`src/hdl/tpi_pkg.sv`:
```
// ----------------------------------------------------------------------------
// tpi_pkg
// types and constants of the tile palette indexer
// ----------------------------------------------------------------------------
`timescale 1ns / 1ps

package tpi_pkg;

  // hard limit on palette slots, set by the 4-bit slot fields
  localparam int SLOT_MAX = 16;

  localparam logic [7:0] ALPHA_CLEAR  = 8'd0;
  localparam logic [7:0] ALPHA_OPAQUE = 8'd255;

  typedef enum logic [1:0] {
    ST_OK        = 2'd0,
    ST_BAD_ALPHA = 2'd1,
    ST_TOO_MANY  = 2'd2
  } status_e;

  typedef enum logic {
    KIND_PIXEL = 1'b0,
    KIND_ENTRY = 1'b1
  } kind_e;

  // one input pixel
  typedef struct packed {
    logic [7:0] red;
    logic [7:0] green;
    logic [7:0] blue;
    logic [7:0] alpha;
    logic       tile_end;
  } pixel_t;

  // one result item
  typedef struct packed {
    kind_e       item_kind;
    logic [3:0]  pixel_index;
    logic [14:0] color_word;
    logic [3:0]  entry_number;
    logic [4:0]  palette_size;
    status_e     status;
    logic        last;
  } result_t;

  // palette write request
  typedef struct packed {
    logic        en;
    logic [3:0]  slot;
    logic [14:0] color;
  } pal_wr_t;

  // palette lookup outcome
  typedef struct packed {
    logic       found;
    logic [3:0] slot;
  } pal_match_t;

endpackage

```
`src/hdl/tpi_palette.sv`:
```
// ----------------------------------------------------------------------------
// tpi_palette
// palette color store with parallel match over the filled slots
// ----------------------------------------------------------------------------
`timescale 1ns / 1ps

module tpi_palette #(
  parameter int NUM_SLOTS = 16
) (
  input  logic                clk_i,
  input  tpi_pkg::pal_wr_t    wr_i,
  input  logic [14:0]         color_i,
  input  logic [4:0]          count_i,
  output tpi_pkg::pal_match_t match_o,
  input  logic [3:0]          rd_slot_i,
  output logic [14:0]         rd_color_o
);
  import tpi_pkg::*;

  localparam int SW = $clog2(NUM_SLOTS);

  // slot 0 is the transparent slot and is never stored
  logic [14:0] pal_q [NUM_SLOTS];

  // append a new color
  always_ff @(posedge clk_i) begin
    if (wr_i.en) begin
      pal_q[wr_i.slot[SW-1:0]] <= wr_i.color;
    end
  end

  // compare against every filled slot, lowest match wins
  always_comb begin
    match_o = '0;
    for (int i = 1; i < NUM_SLOTS; i++) begin
      if (!match_o.found && (5'(i) < count_i) && (pal_q[i] == color_i)) begin
        match_o.found = 1'b1;
        match_o.slot  = 4'(i);
      end
    end
  end

  // entry read for the end-of-tile dump
  assign rd_color_o = pal_q[rd_slot_i[SW-1:0]];

endmodule

```
`src/hdl/tile_palette_indexer.sv`:
```
// ----------------------------------------------------------------------------
// tile_palette_indexer
// builds a per-tile BGR555 palette and maps each pixel to a palette slot
// ----------------------------------------------------------------------------
// Accepts one RGBA pixel per cycle unless the output stalls or a palette
// dump runs; each pixel yields one pixel result, through the input and
// output registers. Opaque colors are reduced to BGR555 and matched in
// parallel against the filled palette slots. A tile's last pixel result is
// followed by one palette entry item per stored color (palette_size - 1
// items, up to 15), read from the store one slot a cycle unless the output
// stalls, with the next pixel held in the input register. Errors (invalid
// alpha, too many colors) stick until the tile ends.
// Capacity is min(PALETTE_ENTRIES, 16) slots including the transparent slot.
`timescale 1ns / 1ps

module tile_palette_indexer #(
  parameter int PALETTE_ENTRIES = 16
) (
  input  logic             clk_i,
  input  logic             rst_ni,
  input  logic             in_valid_i,
  output logic             in_stall_o,
  input  tpi_pkg::pixel_t  in_item_i,
  output logic             out_valid_o,
  input  logic             out_stall_i,
  output tpi_pkg::result_t out_item_o
);
  import tpi_pkg::*;

  localparam int NumSlots = (PALETTE_ENTRIES > SLOT_MAX) ? SLOT_MAX : PALETTE_ENTRIES;
  localparam logic [4:0] CapW = 5'(NumSlots);

  logic        s1_valid_q, s1_valid_d;
  pixel_t      s1_q;
  logic        out_valid_q, out_valid_d;
  result_t     out_q, out_d;
  logic        emit_q, emit_d;
  logic [3:0]  slot_q, slot_d;
  logic [4:0]  count_q, count_d;
  status_e     err_q, err_d;

  logic        out_load, proc, emit_go, entry_last;
  logic [14:0] bgr, rd_color;
  pal_match_t  match;
  pal_wr_t     wr;
  logic [3:0]  pix_idx;
  logic [4:0]  pix_count;
  status_e     pix_err;

  // handshake
  assign out_load   = !out_valid_q || !out_stall_i;
  assign proc       = s1_valid_q && out_load && !emit_q;
  assign emit_go    = emit_q && out_load;
  assign in_stall_o = s1_valid_q && !proc;

  assign bgr = {s1_q.blue[7:3], s1_q.green[7:3], s1_q.red[7:3]};

  tpi_palette #(
    .NUM_SLOTS (NumSlots)
  ) u_palette (
    .clk_i      (clk_i),
    .wr_i       (wr),
    .color_i    (bgr),
    .count_i    (count_q),
    .match_o    (match),
    .rd_slot_i  (slot_q),
    .rd_color_o (rd_color)
  );

  // pixel classification and palette append
  always_comb begin
    pix_idx   = '0;
    pix_count = count_q;
    pix_err   = err_q;
    wr.en     = 1'b0;
    wr.slot   = count_q[3:0];
    wr.color  = bgr;
    if (err_q == ST_OK) begin
      if (s1_q.alpha == ALPHA_CLEAR) begin
        pix_idx = '0;
      end else if (s1_q.alpha == ALPHA_OPAQUE) begin
        if (match.found) begin
          pix_idx = match.slot;
        end else if (count_q >= CapW) begin
          pix_err = ST_TOO_MANY;
        end else begin
          wr.en     = proc;
          pix_idx   = count_q[3:0];
          pix_count = count_q + 5'd1;
        end
      end else begin
        pix_err = ST_BAD_ALPHA;
      end
    end
  end

  assign entry_last = (({1'b0, slot_q} + 5'd1) == count_q);

  // next state and result register
  always_comb begin
    s1_valid_d  = s1_valid_q;
    out_valid_d = out_valid_q;
    out_d       = out_q;
    emit_d      = emit_q;
    slot_d      = slot_q;
    count_d     = count_q;
    err_d       = err_q;
    if (proc) begin
      s1_valid_d = 1'b0;
    end
    if (in_valid_i && !in_stall_o) begin
      s1_valid_d = 1'b1;
    end
    if (!out_stall_i) begin
      out_valid_d = 1'b0;
    end
    if (proc) begin
      out_valid_d        = 1'b1;
      out_d.item_kind    = KIND_PIXEL;
      out_d.pixel_index  = pix_idx;
      out_d.color_word   = '0;
      out_d.entry_number = '0;
      out_d.palette_size = pix_count;
      out_d.status       = pix_err;
      out_d.last         = !(s1_q.tile_end && (pix_count > 5'd1));
      if (s1_q.tile_end && (pix_count > 5'd1)) begin
        emit_d  = 1'b1;
        slot_d  = 4'd1;
        count_d = pix_count;
        err_d   = pix_err;
      end else if (s1_q.tile_end) begin
        count_d = 5'd1;
        err_d   = ST_OK;
      end else begin
        count_d = pix_count;
        err_d   = pix_err;
      end
    end else if (emit_go) begin
      out_valid_d        = 1'b1;
      out_d.item_kind    = KIND_ENTRY;
      out_d.pixel_index  = '0;
      out_d.color_word   = rd_color;
      out_d.entry_number = slot_q;
      out_d.palette_size = count_q;
      out_d.status       = err_q;
      out_d.last         = entry_last;
      slot_d             = slot_q + 4'd1;
      if (entry_last) begin
        emit_d  = 1'b0;
        count_d = 5'd1;
        err_d   = ST_OK;
      end
    end
  end

  // control registers
  always_ff @(posedge clk_i or negedge rst_ni) begin
    if (!rst_ni) begin
      s1_valid_q  <= 1'b0;
      out_valid_q <= 1'b0;
      emit_q      <= 1'b0;
      slot_q      <= '0;
      count_q     <= 5'd1;
      err_q       <= ST_OK;
    end else begin
      s1_valid_q  <= s1_valid_d;
      out_valid_q <= out_valid_d;
      emit_q      <= emit_d;
      slot_q      <= slot_d;
      count_q     <= count_d;
      err_q       <= err_d;
    end
  end

  // payload registers
  always_ff @(posedge clk_i) begin
    if (in_valid_i && !in_stall_o) begin
      s1_q <= in_item_i;
    end
    out_q <= out_d;
  end

  assign out_valid_o = out_valid_q;
  assign out_item_o  = out_q;

endmodule

```
`config.mk`:
```
export PLATFORM = sky130hd
export DESIGN_NAME = tile_palette_indexer
export DESIGN_NICKNAME = d
export VERILOG_FILES = /design/src/hdl/tpi_pkg.sv /design/src/hdl/tpi_palette.sv /design/src/hdl/tile_palette_indexer.sv
export SDC_FILE = /design/constraint.sdc
export NUM_CORES = 1
export LEC_CHECK = 0
export ABC_AREA = 1
export BUFFER_PORTS_ARGS = -buffer_cell sky130_fd_sc_hd__buf_2
export CELL_PAD_IN_SITES_DETAIL_PLACEMENT = 2
export CELL_PAD_IN_SITES_GLOBAL_PLACEMENT = 2
export CORE_MARGIN = 10
export CORE_UTILIZATION = 40
export DETAILED_ROUTE_END_ITERATION = 10
export PLACE_DENSITY = 0.77
export SLEW_MARGIN = 20
export SYNTH_ARGS = -nofsm -noshare
export SYNTH_HDL_FRONTEND = slang
export SYNTH_SLANG_ARGS = --single-unit
```
`constraint.sdc`:
```
create_clock -name clk_i -period 4.5 [get_ports clk_i]
set_clock_uncertainty 0.15 [all_clocks]
set_input_delay 0.225 -clock clk_i [delete_from_list [all_inputs] [get_ports clk_i]]
set_output_delay 0.225 -clock clk_i [all_outputs]
set_load 0.05 [all_outputs]
```
* Word-level counts from Yosys, hierarchy flattened
Memories as Yosys holds them, arrays and structs flattened.
Index checks and enable logic that the tools add are counted.
** Word-level totals
- Flip-flop bits (word level) :: 79
- Bits in writable memories :: 240
- Input bits :: 37
- Output and inout port bits :: 34
- Logic and storage cells :: 183
- Memories :: 1
** Operators by class
- Add/sub/neg operators :: 3
- $lt $le $gt $ge :: 17
- Eq/ne operators :: 19
- Muxes and demuxes :: 61
- Reduce and logical (&&, ||, !) cells :: 64
** Memory list
- u_palette.pal_q :: words 16, width 15, rd ports 16, clocked after memory_dff 0, write ports 1, line tpi_palette.sv:23 : logic [14:0] pal_q [NUM_SLOTS];
** Operators with widths (count)
- $eq 15x15->1 :: 15
- $mux 5 :: 25
- $mux 31 :: 2
- $lt 4x5->1 const A :: 8
- $logic_and 1x1->1 :: 35
- $mux 4 :: 8
- $logic_not 1->1 :: 20
- $lt 3x5->1 const A :: 4
- $mux 2 :: 10
- $mux 1 :: 16
- $lt 2x5->1 const A :: 2
- $eq 8x8->1 const B :: 1
- $logic_not 8->1 :: 1
- $reduce_bool 2->1 :: 3
- $add 4x1->5 const B :: 1
- $add 5x1->5 const B :: 1
- $eq 5x5->1 :: 1
- $ge 5x5->1 const B :: 1
- $gt 5x1->1 const B :: 1
- $lt 1x5->1 const A :: 1
- $add 4x1->4 const B :: 1
- $reduce_and 2->1 :: 2
- $ne 3x1->1 const B :: 1
- $reduce_and 3->1 :: 1
- 3 further kinds :: 3

* Logic depth before layout (Yosys ltp)
An unclocked memory read counts as a cell.
- Depth in word-level cells :: 68
- Mapped depth :: 25
- Depth with buffers taken out :: 24

* Modules after synthesis
From an unflattened synthesis, not the netlist that was laid out.
** Unflattened totals
- Cell total of the unflattened synthesis :: 1659
- Area, all modules :: 15991.6 µm²
** By module, submodules not included
- tpi_palette :: instances 1, cells each 1397, area each 13116.3 µm², seq. area each 7206.9 µm²
- tile_palette_indexer :: instances 1, cells each 262, area each 2875.3 µm², seq. area each 1833.0 µm²

* Worst setup path before layout
OpenSTA, ideal clock, no wires.
- Kind :: register to register
- From :: register s1_q, in the netlist bgr[3]
- To :: memory u_palette.pal_q[15][0] (enable)
- Setup time :: 0.426 ns
- Arrival time :: 3.501 ns
- Required time :: 3.924 ns
- Path slack :: 0.423 ns
- Cell stages (with the launch flop) :: 14
- Path buffers :: 2
- Period minus slack after synthesis :: 4.077 ns
- Path through :: edfxtp_1 > buf_2 > buf_4 > xor2_1 > nor2_1 > nand3_1 > nand3_1 > nor2_2 > nand4_2 > nor2_4 > nand3_2 > nor2_4 > nand2_1 > nor4_1
** On the way
- Longest elaborated chain between the ends :: 65
- Elaborated cells between the ends (all ways) :: 79
- Those cells by class :: eq/ne (15); mux (21); reduce/logical (43)
** Ends and longest elaborated chain
- from (decl) :: line tile_palette_indexer.sv:34 : pixel_t s1_q;
- from (signal assigned) :: line tile_palette_indexer.sv:178 : s1_q <= in_item_i;
- $eq 15x15->1 :: line tpi_palette.sv:36 : if (!match_o.found && (5'(i) < count_i) && (pal_q[i] == color_i)) begin
- $logic_and 1x1->1 :: line tpi_palette.sv:36
- $mux 5 :: line tpi_palette.sv:36
- $logic_not 1->1 :: line tpi_palette.sv:36
- $logic_and 1x1->1 (2 in a row) :: line tpi_palette.sv:36
- $mux 5 :: line tpi_palette.sv:36
- $logic_not 1->1 :: line tpi_palette.sv:36
- $logic_and 1x1->1 (2 in a row) :: line tpi_palette.sv:36
- (+46 left out)
- $logic_and 1x1->1 (2 in a row) :: line tpi_palette.sv:36
- $mux 5 (*) :: line tpi_palette.sv:36
- $mux 1 (*) :: line tile_palette_indexer.sv:82 : if (match.found) begin
- $mux 1 (*) :: line tile_palette_indexer.sv:81 : end else if (s1_q.alpha == ALPHA_OPAQUE) begin
- $mux 1 (*) :: line tile_palette_indexer.sv:79 : if (s1_q.alpha == ALPHA_CLEAR) begin
- $mux 1 (*) :: line tile_palette_indexer.sv:78 : if (err_q == ST_OK) begin
- $mux 1 (*) :: line tpi_palette.sv:27 : if (wr_i.en) begin
- $mux 1 (implied by the code) (*) :: line tpi_palette.sv:28 : pal_q[wr_i.slot[SW-1:0]] <= wr_i.color;
- to (decl) :: line tpi_palette.sv:23
Every way passes the cells marked *; elsewhere a longest branch is shown, timed or not.

* Final worst setup path
- From :: register count_q[4]
- To :: memory u_palette.pal_q[8][9] (enable)
** On the way
- Longest elaborated chain between the ends :: 65
- Elaborated cells between the ends (all ways) :: 81
- Those cells by class :: order compare (16); mux (22); reduce/logical (43)
** Ends and longest elaborated chain
- from (decl) :: line tile_palette_indexer.sv:39 : logic [4:0] count_q, count_d;
- from (signal assigned) :: line tile_palette_indexer.sv:170 : count_q <= count_d;
- $lt 1x5->1 :: line tpi_palette.sv:36
- $logic_and 1x1->1 :: line tpi_palette.sv:36
- $mux 5 :: line tpi_palette.sv:36
- $logic_not 1->1 :: line tpi_palette.sv:36
- $logic_and 1x1->1 (2 in a row) :: line tpi_palette.sv:36
- $mux 5 :: line tpi_palette.sv:36
- $logic_not 1->1 :: line tpi_palette.sv:36
- $logic_and 1x1->1 (2 in a row) :: line tpi_palette.sv:36
- (+46 left out)
- $logic_and 1x1->1 (2 in a row) :: line tpi_palette.sv:36
- $mux 5 :: line tpi_palette.sv:36
- $mux 1 (*) :: line tile_palette_indexer.sv:82
- $mux 1 (*) :: line tile_palette_indexer.sv:81
- $mux 1 (*) :: line tile_palette_indexer.sv:79
- $mux 1 (*) :: line tile_palette_indexer.sv:78
- $mux 1 (*) :: line tpi_palette.sv:27
- $mux 1 (implied by the code) (*) :: line tpi_palette.sv:28
Marked as above.

==> key figures <==
Floorplan
  – Initial Util: 40.31%
  – Die W: 219.7 um
  – Core area: about 40000 um^2
  – Row cnt: 73
  – Die Footprint: 48250 um^2
  – IO Pins: between 70 and 80
  – Die Height: 219.7 um

Detailed routing
  – Routed len/inst: between 20 and 30 um
  – Total Wirelength: 66180 um
  – Starting DRT DRC Count: roughly 1300
  – Total number of vias: between 10000 and 15000
  – Post-DR vias/cell: slightly below 6
  – DRC viols: 0
  – Final ANT Viol Nets: 0
  – Drt first pass iters: 5

Global routing
  – First-pass GRT wire length: approximately 97000 um
  – All-layer global routing usage: 27.25%
  – M1 GR Usage: between 30 and 40%
  – GRT Residual Overflow: 0
  – Met2 usage: a little under half
  – Vias in the first global route: around 15000
  – GR peak layer: met2
  – Largest net degree at the start of global routing: 144
  – Initial antenna violation count: 1
  – Met3 layer usage reported by global route: under 10%

Power and ir drop
  – Comb power frac: approximately a third
  – Sw power: between 3000 and 4000 uW
  – Internal Power: 5648 uW
  – Static Leak: roughly 0.007 uW
  – Sequential Power Share: a little over a third
  – Clock network power share: between 30 and 40%
  – Switch share: approximately two fifths
  – Peak VDD IR: approximately 450 uV
  – PD cells: approximately 500 nW/um^2

Worst setup path
  – Worst Path Arrival: 4.45 ns
  – R2R Setup Slk: 0.15 ns
  – Req. time, crit path: around 4.6 ns
  – Crit Reg-Reg Startpoint: count_q[4]$_DFFE_PN0P_
  – Worst path cell trace: buf_4, inv_2, nand2_1, o21ai_0, a31oi_2, nand4_1, nand2_1, inv_1, nand3_2, nor2_4, nand3_2, nand2_1, nor3_2, nand2_1, nor2_1, buf_4
  – CP Max Fanout: 15
  – Crit. End Element: flop
  – Worst setup path category: reg -> reg
  – Worst r2r dst: u_palette.pal_q[8][9]$_DFFE_PP_
  – Crit path top cell by count: nand2_1
  – R2R depth: 16
  – CP Launch Type: flop
  – Crit-path max cell delay: approximately 0.50 ns
  – CP max stage cell: a31oi_2

Clock tree
  – Reg clk slew, reported paths: 0.06 ns
  – TritonCTS clock tree: yes
  – CTS Sinks: 310
  – Root buf cell: clkbuf_16
  – CTS Buf Count: 37
  – Skew-Pair Late Insertion Delay: roughly 0.59 ns
  – CTS Buffer Depth: 3
  – H-tree depth: 2
  – Postcts setup bufs: 0

Synth
  – Cells after synthesis: around 1700
  – Post-synth EDFFs: between 200 and 300
  – Mapped Nets: 1741
  – Synthesized area per cell: approximately 9.4 um^2
  – Sequential area share after synthesis: 56.70%
  – Main synth FF type: edfxtp_1
  – Number of synthesized register bits: just over 300
  – Synthesized area: approximately 16000 um^2
  – Yosys Warn Count: 0
  – Yosys cell types: 50
  – Area leader, netlist: edfxtp_1
  – Post-synth ARST share: 4.516%
  – Share of the synthesized area in the top cell type: about 52%
  – Ranking of synthesized cells by area: edfxtp_1 (52%), nand2_1 (8.1%), o21ai_0 (5.0%)

Hold path
  – HP Start: in_item_i[23]
  – Worst hold path class: in -> reg
  – Worst Hold Depth: 2
  – End of the worst hold path: bgr[8]$_DFFE_PP_

Cells and area
  – Most frequent cells in the layout: nand2_1 (343), edfxtp_1 (276), nor2_1 (173)
  – Layout cells sized above 1: a little under an eighth
  – Syn-to-layout area delta: 15.29%
  – Leading cell type in the layout, fill and taps excluded: nand2_1
  – ANT cells: 0
  – Fillers: approximately 4300
  – Nets: between 1500 and 2000

Timing
  – Final Worst Setup Slack: between 0.15 and 0.2 ns
  – Final Setup Violations: 0
  – Max_slew headroom: 42.34%
  – Fmax: between 200 and 250 MHz
  – Fin crit period: 4.347 ns
  – Hold slack: ~0.20 ns
  – Slew Viols, Final: 0
  – RSZ-0062 raised after global routing: no
  – Final period util: a little over nine tenths
  – Hold Vio Cnt, Final: 0
  – Slew @ Worst Pin: 0.8649 ns
  – Fin Setup TNS: 0 ns

Placed design
  – Dpl hpwl: between 40000 and 50000 um
  – Pre-CTS setup slack: 0.2441 ns
  – I/O Buffers: between 60 and 70
  – RD Place Congestion: approximately 0.90

Status
  – Status: finished, final reports clean

Job
  – Max Cap Viol: 0
## area by class of cell
type | count | area [um^2] | share of cell area (%)
inverters | 160 | 601.8 | 3.274
clock inverters | 10 | 71.32 | 0.3880
multi-input cells | 1140 | 5884 | 32.01
repair buffers | 147 | 1074 | 5.840
flip-flops and latches | 310 | 9045 | 49.21
well taps | 525 | 656.9 | 3.574
clock buffers | 56 | 1049 | 5.704
## timing repair
item	CTS	global route
hold buffers	29	0
gates resized for setup	0	1
endpoints found under the hold margin	49	0
endpoints found under the setup margin	0	225
## worst max-delay path by stage
stage                                 startpoint                                to  slack, ns  cells after the start
final                     count_q[4]$_DFFE_PN0P_   u_palette.pal_q[8][9]$_DFFE_PP_       0.15                     16
after global routing      count_q[4]$_DFFE_PN0P_  u_palette.pal_q[0][13]$_DFFE_PP_       0.03                     16
after CTS                 count_q[4]$_DFFE_PN0P_  u_palette.pal_q[2][13]$_DFFE_PP_       0.24                     16
after detailed placement  count_q[4]$_DFFE_PN0P_  u_palette.pal_q[2][12]$_DFFE_PP_       0.24                     16
after global placement    count_q[4]$_DFFE_PN0P_  u_palette.pal_q[2][12]$_DFFE_PP_       0.37                     16
after floorplan                 bgr[3]$_DFFE_PP_  u_palette.pal_q[15][0]$_DFFE_PP_       0.42                     13
## flip-flops by register name (all words and copies together), names as in the netlist, 2 cells and up
register         flops
u_palette.pal_q    240
bgr                 15
count_q              5
out_item_o          32
s1_q                 9
err_q                2
slot_q               4
## Yosys cell counts, drive strengths merged (27+ instances only)
master	instances
nand2	347
nand3	76
nor2	183
buf	38
xor2	55
edfxtp	276
a21oi	119
inv	158
clkbuf	50
o211ai	32
xnor2	64
nand4	27
o21ai	165
## through the flow
step                total power, uW  util (%)  instance area [um^2]  std cells
floorplan                      5200         -                 15940       1698
global placement               6322     42.90                 16970       2253
detailed placement             6418     42.90                 16970       2253
CTS                            9328     46.46                 18380       2348
global route                   9733     46.48                 18380       2348
finish                         9374     46.48                 18380       2348
## power groups by stage
stage / logic, uW / registers, uW / clock network, uW
3_3_place_gp: 2880 / 3440 / 0
5_1_grt: 3260 / 3410 / 3060
3_5_place_dp: 2960 / 3450 / 0
4_1_cts: 3010 / 3400 / 2930
2_1_floorplan: 1550 / 3650 / 0
6_report: 3050 / 3400 / 2920
## cell families after synthesis
group	Yosys count	share of synthesized area, %
AND/OR/NAND/NOR	659	17.48
AO/OA/AOI/OAI	356	12.27
flip-flops	310	56.70
buffers and inverters	248	6.490
XOR/XNOR	119	6.584
adder cells (fa/ha/maj)	6	0.4708
## layer usage
layer / vias to the layer above / share of wire, %
met5: - / 0.021
met4: 2 / 4.5
met3: 138 / 6.8
met2: 496 / 48
met1: 6986 / 40
li1: 5970 / -
## critical path: cells and delay by family (launching register included)
family,cells,cell delay [ns]
flops,1,0.42
compound gates,2,0.85
buf+inv,4,0.68
simple gates,10,1.92
(Power assumes the default switching activity.)
